### src/setpoint_ramp_step_generator_macros.svh
// ----------------------------------------------------------------------------
// setpoint ramp step generator assertion macros
// shared property forms for the concurrent checks of the ramp generator
// ----------------------------------------------------------------------------
`ifndef SETPOINT_RAMP_STEP_GENERATOR_MACROS_SVH
`define SETPOINT_RAMP_STEP_GENERATOR_MACROS_SVH

// same-cycle implication, disabled while in reset
`define SRSG_ASSERT_IMPL(label, clk, rst_n, ante, cons) \
    label: assert property (@(posedge clk) disable iff (!rst_n) (ante) |-> (cons)) \
        else $error("srsg same-cycle check failed");

// next-cycle implication, disabled while in reset
`define SRSG_ASSERT_NEXT(label, clk, rst_n, ante, cons) \
    label: assert property (@(posedge clk) disable iff (!rst_n) (ante) |=> (cons)) \
        else $error("srsg next-cycle check failed");

`endif

### src/srsg_pkg.sv
// ----------------------------------------------------------------------------
// srsg_pkg
// types and constants shared by the setpoint ramp step generator
// ----------------------------------------------------------------------------
`timescale 1ns / 1ps

package srsg_pkg;

    localparam int VALUE_W = 32;
    localparam int STEP_W  = 31;
    localparam int LIMIT_W = 7;
    localparam int INDEX_W = 6;
    localparam int CFG_IDX_W = 1;
    localparam int CFG_DATA_W = 32;

    localparam logic [CFG_IDX_W-1:0] CFG_MAX_STEP   = 1'b0;
    localparam logic [CFG_IDX_W-1:0] CFG_STEP_LIMIT = 1'b1;

    localparam logic [STEP_W-1:0]  MAX_STEP_RESET   = '0;
    localparam logic [LIMIT_W-1:0] STEP_LIMIT_RESET = 7'd64;

    typedef struct packed {
        logic signed [VALUE_W-1:0] current_value;
        logic signed [VALUE_W-1:0] target_value;
    } srsg_req_t;

    typedef struct packed {
        logic signed [VALUE_W-1:0] step_value;
        logic [INDEX_W-1:0]        step_index;
        logic                      last;
        logic                      reached_target;
    } srsg_res_t;

    typedef enum logic [1:0] {
        ST_IDLE,
        ST_PREP,
        ST_RUN
    } srsg_state_t;

    // sequencer to datapath
    typedef struct packed {
        logic               load;
        logic               prep;
        logic               step;
        logic               last;
        logic [INDEX_W-1:0] index;
    } srsg_ctrl_t;

    // datapath to sequencer
    typedef struct packed {
        logic same;
        logic land;
    } srsg_stat_t;

endpackage

### src/srsg_step_unit.sv
// ----------------------------------------------------------------------------
// srsg_step_unit
// shared step unit: advances the value by one bounded step toward the target
// ----------------------------------------------------------------------------
`timescale 1ns / 1ps

module srsg_step_unit
(
    input  logic signed [srsg_pkg::VALUE_W-1:0] cur,
    input  logic signed [srsg_pkg::VALUE_W-1:0] tgt,
    input  logic [srsg_pkg::VALUE_W-1:0]        span,
    input  logic [srsg_pkg::STEP_W-1:0]         step,
    input  logic                                up,
    output logic signed [srsg_pkg::VALUE_W-1:0] next_cur,
    output logic [srsg_pkg::VALUE_W-1:0]        next_dist,
    output logic                                land
);

    logic [srsg_pkg::VALUE_W:0]   rem;
    logic [srsg_pkg::VALUE_W-1:0] step_ext;
    logic [srsg_pkg::VALUE_W-1:0] moved;

    assign step_ext = {1'b0, step};

    // borrow or zero remainder means the target is within one step
    assign rem  = {1'b0, span} - {1'b0, step_ext};
    assign land = (step == '0) || rem[srsg_pkg::VALUE_W] ||
                  (rem[srsg_pkg::VALUE_W-1:0] == '0);

    assign moved = up ? (cur + step_ext) : (cur - step_ext);

    assign next_cur  = land ? tgt : $signed(moved);
    assign next_dist = land ? '0 : rem[srsg_pkg::VALUE_W-1:0];

endmodule

### src/srsg_ctrl.sv
// ----------------------------------------------------------------------------
// srsg_ctrl
// sequencer: request intake, run set-up and one step per cycle up to the limit
// ----------------------------------------------------------------------------
`timescale 1ns / 1ps

module srsg_ctrl
(
    input  logic                              clk,
    input  logic                              rst_n,
    input  logic                              start,
    input  logic [srsg_pkg::LIMIT_W-1:0]      limit,
    input  srsg_pkg::srsg_stat_t              stat,
    output srsg_pkg::srsg_ctrl_t              ctrl,
    output logic                              busy
);

    srsg_pkg::srsg_state_t           state_reg, state_next;
    logic [srsg_pkg::LIMIT_W-1:0]    count_reg, count_next;
    logic [srsg_pkg::LIMIT_W-1:0]    lim_reg, lim_next;
    logic                            final_step;

    assign final_step = stat.land || (count_reg == (lim_reg - 1'b1));

    always_ff @(posedge clk or negedge rst_n)
    begin
        if (!rst_n)
        begin
            state_reg <= srsg_pkg::ST_IDLE;
            count_reg <= '0;
            lim_reg   <= '0;
        end
        else
        begin
            state_reg <= state_next;
            count_reg <= count_next;
            lim_reg   <= lim_next;
        end
    end

    // next state
    always_comb
    begin
        state_next = state_reg;
        count_next = count_reg;
        lim_next   = lim_reg;
        case (state_reg)
            srsg_pkg::ST_IDLE:
            begin
                if (start)
                begin
                    state_next = srsg_pkg::ST_PREP;
                    count_next = '0;
                    lim_next   = limit;
                end
            end
            srsg_pkg::ST_PREP:
            begin
                if (stat.same || (lim_reg == '0))
                    state_next = srsg_pkg::ST_IDLE;
                else
                    state_next = srsg_pkg::ST_RUN;
            end
            srsg_pkg::ST_RUN:
            begin
                count_next = count_reg + 1'b1;
                if (final_step)
                    state_next = srsg_pkg::ST_IDLE;
            end
            default:
            begin
                state_next = srsg_pkg::ST_IDLE;
            end
        endcase
    end

    // outputs
    always_comb
    begin
        ctrl.load  = 1'b0;
        ctrl.prep  = 1'b0;
        ctrl.step  = 1'b0;
        ctrl.last  = 1'b0;
        ctrl.index = count_reg[srsg_pkg::INDEX_W-1:0];
        busy       = 1'b1;
        case (state_reg)
            srsg_pkg::ST_IDLE:
            begin
                busy      = 1'b0;
                ctrl.load = start;
            end
            srsg_pkg::ST_PREP:
            begin
                ctrl.prep = 1'b1;
            end
            srsg_pkg::ST_RUN:
            begin
                ctrl.step = 1'b1;
                ctrl.last = final_step;
            end
            default:
            begin
                busy = 1'b1;
            end
        endcase
    end

endmodule

### src/setpoint_ramp_step_generator.sv
// ----------------------------------------------------------------------------
// setpoint_ramp_step_generator
// ramps a setpoint toward a target in bounded steps, one step per cycle
// ----------------------------------------------------------------------------
// usage:
//   a request (current_value, target_value) is taken when start is high and
//   busy is low. results come out on result, one per cycle, each marked by
//   result_valid for exactly one cycle; the receiver cannot stall them.
//   configuration writes go through cfg_valid/cfg_ready with cfg_index
//   selecting max_step or step_limit; cfg_ready is always high, and writes
//   are expected only while the block is idle.
// timing:
//   a set-up state (ST_PREP) follows the request, then one step per cycle
//   through the shared step unit; each result is registered before the port.
//   busy stays high through the set-up state and the whole run; a run gives
//   at most step_limit results, saturated at MAX_STEPS, and a request that
//   gives none holds busy only through the set-up state.
//   the next request may be taken while the final result is on the port.
// reset:
//   rst_n clears the sequencer and the result strobe; max_step resets to 0
//   and step_limit to 64.
// ----------------------------------------------------------------------------
`timescale 1ns / 1ps

`include "setpoint_ramp_step_generator_macros.svh"

module setpoint_ramp_step_generator
#(
    parameter int MAX_STEPS = 64
)
(
    input  logic                               clk,
    input  logic                               rst_n,
    input  logic                               start,
    output logic                               busy,
    input  srsg_pkg::srsg_req_t                request,
    output srsg_pkg::srsg_res_t                result,
    output logic                               result_valid,
    input  logic                               cfg_valid,
    output logic                               cfg_ready,
    input  logic [srsg_pkg::CFG_IDX_W-1:0]     cfg_index,
    input  logic [srsg_pkg::CFG_DATA_W-1:0]    cfg_data
);

    logic [srsg_pkg::STEP_W-1:0]          max_step_reg;
    logic [srsg_pkg::LIMIT_W-1:0]         step_limit_reg;
    logic [srsg_pkg::LIMIT_W-1:0]         limit_sat;

    logic signed [srsg_pkg::VALUE_W-1:0]  cur_reg;
    logic signed [srsg_pkg::VALUE_W-1:0]  tgt_reg;
    logic [srsg_pkg::VALUE_W-1:0]         dist_reg;
    logic [srsg_pkg::STEP_W-1:0]          step_reg;
    logic                                 up_reg;

    srsg_pkg::srsg_res_t                  result_reg;
    logic                                 result_valid_reg;

    srsg_pkg::srsg_ctrl_t                 ctrl;
    srsg_pkg::srsg_stat_t                 stat;

    logic signed [srsg_pkg::VALUE_W-1:0]  next_cur;
    logic [srsg_pkg::VALUE_W-1:0]         next_dist;
    logic                                 land;
    logic                                 go_up;

    assign cfg_ready = 1'b1;

    always_ff @(posedge clk or negedge rst_n)
    begin
        if (!rst_n)
        begin
            max_step_reg   <= srsg_pkg::MAX_STEP_RESET;
            step_limit_reg <= srsg_pkg::STEP_LIMIT_RESET;
        end
        else if (cfg_valid && cfg_ready)
        begin
            case (cfg_index)
                srsg_pkg::CFG_MAX_STEP:
                    max_step_reg <= cfg_data[srsg_pkg::STEP_W-1:0];
                srsg_pkg::CFG_STEP_LIMIT:
                    step_limit_reg <= cfg_data[srsg_pkg::LIMIT_W-1:0];
                default:
                    max_step_reg <= max_step_reg;
            endcase
        end
    end

    // limit above capacity saturates
    assign limit_sat = (step_limit_reg > srsg_pkg::LIMIT_W'(MAX_STEPS)) ?
                       srsg_pkg::LIMIT_W'(MAX_STEPS) : step_limit_reg;

    srsg_ctrl u_ctrl
    (
        .clk   (clk),
        .rst_n (rst_n),
        .start (start),
        .limit (limit_sat),
        .stat  (stat),
        .ctrl  (ctrl),
        .busy  (busy)
    );

    srsg_step_unit u_step
    (
        .cur       (cur_reg),
        .tgt       (tgt_reg),
        .span      (dist_reg),
        .step      (step_reg),
        .up        (up_reg),
        .next_cur  (next_cur),
        .next_dist (next_dist),
        .land      (land)
    );

    assign stat.same = (cur_reg == tgt_reg);
    assign stat.land = land;
    assign go_up     = (cur_reg < tgt_reg);

    // working registers, no reset needed
    always_ff @(posedge clk)
    begin
        if (ctrl.load)
        begin
            cur_reg  <= request.current_value;
            tgt_reg  <= request.target_value;
            step_reg <= max_step_reg;
        end
        else if (ctrl.prep)
        begin
            // distance wraps into 32 unsigned bits exactly
            up_reg   <= go_up;
            dist_reg <= go_up ? (tgt_reg - cur_reg) : (cur_reg - tgt_reg);
        end
        else if (ctrl.step)
        begin
            cur_reg  <= next_cur;
            dist_reg <= next_dist;
        end
    end

    always_ff @(posedge clk)
    begin
        if (ctrl.step)
        begin
            result_reg.step_value     <= next_cur;
            result_reg.step_index     <= ctrl.index;
            result_reg.last           <= ctrl.last;
            result_reg.reached_target <= land;
        end
    end

    always_ff @(posedge clk or negedge rst_n)
    begin
        if (!rst_n)
            result_valid_reg <= 1'b0;
        else
            result_valid_reg <= ctrl.step;
    end

    assign result       = result_reg;
    assign result_valid = result_valid_reg;

    `SRSG_ASSERT_IMPL(a_res_after_busy, clk, rst_n, result_valid, $past(busy))
    `SRSG_ASSERT_IMPL(a_last_frees, clk, rst_n, result_valid && result.last, !busy)
    `SRSG_ASSERT_IMPL(a_reach_is_last, clk, rst_n, result_valid && result.reached_target, result.last)
    `SRSG_ASSERT_NEXT(a_accept_busy, clk, rst_n, start && !busy, busy && !result_valid)

endmodule
### config.mk
export PLATFORM = sky130hd
export DESIGN_NAME = setpoint_ramp_step_generator
export DESIGN_NICKNAME = d
export VERILOG_FILES = /design/src/srsg_pkg.sv /design/src/srsg_step_unit.sv /design/src/srsg_ctrl.sv /design/src/setpoint_ramp_step_generator.sv
export VERILOG_INCLUDE_DIRS = /design/src /design/src/src
export SDC_FILE = /design/constraint.sdc
export NUM_CORES = 1
export LEC_CHECK = 0
export ABC_AREA = 1
export BUFFER_PORTS_ARGS = -buffer_cell sky130_fd_sc_hd__buf_4
export CAP_MARGIN = 20
export CORE_UTILIZATION = 50
export CTS_BUF_LIST = sky130_fd_sc_hd__clkbuf_4
export DETAILED_ROUTE_END_ITERATION = 10
export PLACE_DENSITY = 0.73
export RECOVER_POWER = 25
export SLEW_MARGIN = 20
export SYNTH_ARGS = -nofsm -noshare
export SYNTH_HDL_FRONTEND = slang
export SYNTH_SLANG_ARGS = --single-unit
export TNS_END_PERCENT = 50
### constraint.sdc
create_clock -name clk -period 5.35 [get_ports clk]
set_clock_uncertainty 0.2 [all_clocks]
set_input_delay 0.535 -clock clk [delete_from_list [all_inputs] [get_ports clk]]
set_output_delay 0.535 -clock clk [all_outputs]
set_load 0.005 [all_outputs]
==> impl_metrics.py <==
metrics = {
    "worst_setup_path": {
        "crit_arrival_ns": 5.02,
        "end_kind": "flop",
        "worstSetupStartpointType": "flop",
        "worstPathBufferInverterCount": 1,
        "crit_slowest_cell": "edfxtp_1",
        "crit_type": "flop to flop",
        "cp_common_cell": "nand2_1",
        "path_max_fanout": 4,
        "crit_family": "simple AND/OR/NAND/NOR gates",
        "slowest_delay_ns": 0.51,
        "path_cells": "inv_1 -> nand3_1 -> nor2_1 -> nand2_1 -> nor3_1 -> nand2_1 -> nor3_1 -> or2_2 -> nand2_1 -> xor2_1 -> ha_1 -> a21oi_1 -> a21boi_0 -> o21ai_0 -> a221oi_1 -> nand2_1 -> nand2_1 -> nand2_1 -> nand3_1 -> nand2_1 -> nand2_1 -> nand2_1",
        "critPathRequiredTime_ns": 5.71,
    },
    "clock_tree": {
        "clkTransAtPathRegs_ns": 0.07,
        "htreeDepth": 2,
        "clkLatencyLatePin_ns": 0.83,
        "clock_path_buffers": 3,
        "cts_root_buf": "clkbuf_4",
        "cts_sinks": 223,
        "cts_tree": "yes",
        "cts_buffers": 60,
    },
    "sta": {
        "drv_slew": 56,
        "hold_violations": 0,
        "grt_setup_unrepaired": "false",
        "timing.final.ws_setup_ns": 0.693,
        "layout_worst_path_cycle_share_pct": 87.1,
        "maxSlewHeadroom_pct": -95.7,
        "setup_viol": 0,
        "finalCriticalPeriod_ns": 4.66,
        "worstMarginPinSlew_ns": 2.93,
        "setup_tns_ns": 0,
        "fmax_mhz": 215,
    },
    "final_layout": {
        "nets": 2977,
        "layout-drive-gt1-share_pct": 11.4,
        "largest_reg_flops": 40,
        "syn2layout_area_growth_pct": 17.6,
    },
    "place": {
        "gp_congestion": 0.991,
        "dp_slack_ns": 0.842,
        "port_buffers": 141,
        "hpwl_mm": 51.7,
    },
    "logic_synthesis": {
        "synth-seq-cells": 223,
        "syn_avg_cell_area_um2": 7.30,
        "ys_warn_count": 0,
        "ys_seq_area_share_pct": 35.4,
        "synth_top_cells_by_area": "edfxtp_1 28%, nand2_1 16%, ha_1 9.1%",
        "synth.distinct_cells": 62,
        "ys.flop_type": "edfxtp_1",
        "synth-edff-count": 168,
        "synth.cell_area_um2": 18200,
        "async_flop_share_pct": 24.7,
        "netlist_instances": 2486,
        "synth_fp_nets": 2723,
        "synth_top_cell_by_area": "edfxtp_1",
        "synth_top_area_share_pct": 27.8,
    },
    "outcome": {
        "violations": "max-capacitance violations, max-slew violations",
        "status": "finished, violations left",
    },
    "detailed_routing": {
        "drt_wl_total_mm": 65.2,
        "ant_nets": 0,
        "viasPerCell": 5.45,
        "wl_per_cell_um": 20.1,
        "drc": 0,
        "vias": 17700,
        "first_iter_violations": 1698,
        "firstDrtPassIters": 6,
    },
    "die": {
        "die_area_um2": 37100,
        "chipWidth_um": 193,
        "ios": 144,
        "coreArea_um2": 35700,
        "die_height_um": 193,
        "rows": 69,
        "initial_core_util_pct": 50.9,
    },
    "global_route": {
        "grt.overflow.total": 0,
        "groute.usage.overall_pct": 35.4,
        "grt_max_degree": 67,
        "grt_pass1_wl_mm": 96.2,
        "grt_pass1_vias": 16700,
        "antenna_found_initial": 1,
    },
    "worst_hold_path": {
        "min_path_type": "flop to flop",
    },
    "run": {
        "max_cap_violations": 1,
    },
}
-- synth_stat cells (5+ instances only) --
master    count
mux2_2       24
inv_1       365
nand4_1      16
nor3_1       24
nor4_1        6
xnor2_1      28
clkbuf_2      9
edfxtp_1    168
nand3_1     131
ha_1        132
nor2_1      189
inv_2        18
clkbuf_1     21
xor2_1       98
nand2_2       7
and2_1       25
nand2_1     769
a21oi_1     130
a31oi_1      13
buf_2        21
o21bai_1     13
a21o_1        8
nand3b_1     21
nor2_2        7
o21ai_0      93
o31ai_1       5
o21a_1        5
buf_4         5
dfrtp_1      54
o21ai_1      19
-- cells by family after synthesis --
logic type,synth area share [%]
AND/OR/NAND/NOR,28.0
buffers and inverters,9.70
AO/OA/AOI/OAI,9.75
flip-flops,35.4
adder cells (fa/ha/maj),9.54
XOR/XNOR,6.08
multiplexers,1.49
other,0.0207
-- cell type report --
type / count / area (um2)
Antenna cell: 1 / 2.50
Fill cell: 3186 / 14300
Clock inverter: 22 / 119
Clock buffer: 82 / 616
Timing Repair Buffer: 255 / 2180
Tap cell: 461 / 577
Multi-Input combinational cell: 1815 / 9980
Sequential cell: 223 / 6420
Inverter: 385 / 1450
-- layer usage --
layer | up-vias | GRT usage [%] | part of all wire, %
li1 | 8537 | - | -
met1 | 8232 | 48.0 | 43
met2 | 806 | 56.1 | 45
met3 | 106 | 6.15 | 8.3
met4 | 0 | 13.8 | 3.6
met5 | - | 0 | 0
-- per-stage QoR --
step                      std cells  hold slack, ns  utilization (%)  cell area [um2]
final                          3244           0.238             59.9            21300
after global routing           3244           0.227             59.9            21300
after CTS                      3243          0.0882             59.9            21400
after detailed placement       3037           0.225             55.0            19600
after global placement         3036           0.225             54.9            19600
after floorplan                2486          0.0394                -            18200
-- worst paths after layout --
kind	startpoint	to	slack [ns]	cells after the start
worst max-delay path	step_reg[0]	cur_reg[30]	0.69	22
max in group asynchronous	rst_n	u_ctrl.count_reg[6]	2.26	2
worst max register to register	step_reg[0]	cur_reg[30]	0.69	22
min in group asynchronous	rst_n	max_step_reg[22]	1.02	2
worst min-delay path	max_step_reg[26]	step_reg[26]	0.24	0
worst min register to register	max_step_reg[26]	step_reg[26]	0.24	0
-- cells in the final DEF, fill, tap and decap left out, types with 18 or more instances in the layout --
| cell | synthesis | routed |
|---|---|---|
| nand2_1 | 769 | 769 |
| inv_1 | 365 | 364 |
| nor2_1 | 189 | 189 |
| edfxtp_1 | 168 | 168 |
| nand3_1 | 131 | 131 |
| ha_1 | 132 | 131 |
| a21oi_1 | 130 | 129 |
| buf_4 | 5 | 119 |
| clkbuf_4 | 0 | 112 |
| dlygate4sd3_1 | 0 | 102 |
| xor2_1 | 98 | 98 |
| o21ai_0 | 93 | 93 |
| dfrtp_1 | 54 | 54 |
| xnor2_1 | 28 | 28 |
| and2_1 | 25 | 25 |
| nor3_1 | 24 | 24 |
| mux2_2 | 24 | 24 |
| nand3b_1 | 21 | 21 |
| o21ai_1 | 19 | 19 |
| inv_2 | 18 | 18 |
-- what timing repair did --
item	4_1_cts	5_1_grt
hold buffers	102	0
buffers inserted	0	0
hold endpoints to repair	160	0
resized for setup	0	0
Power is not shown: default switching activity piles up to over one toggle a cycle in this logic, so the estimate is an artifact.
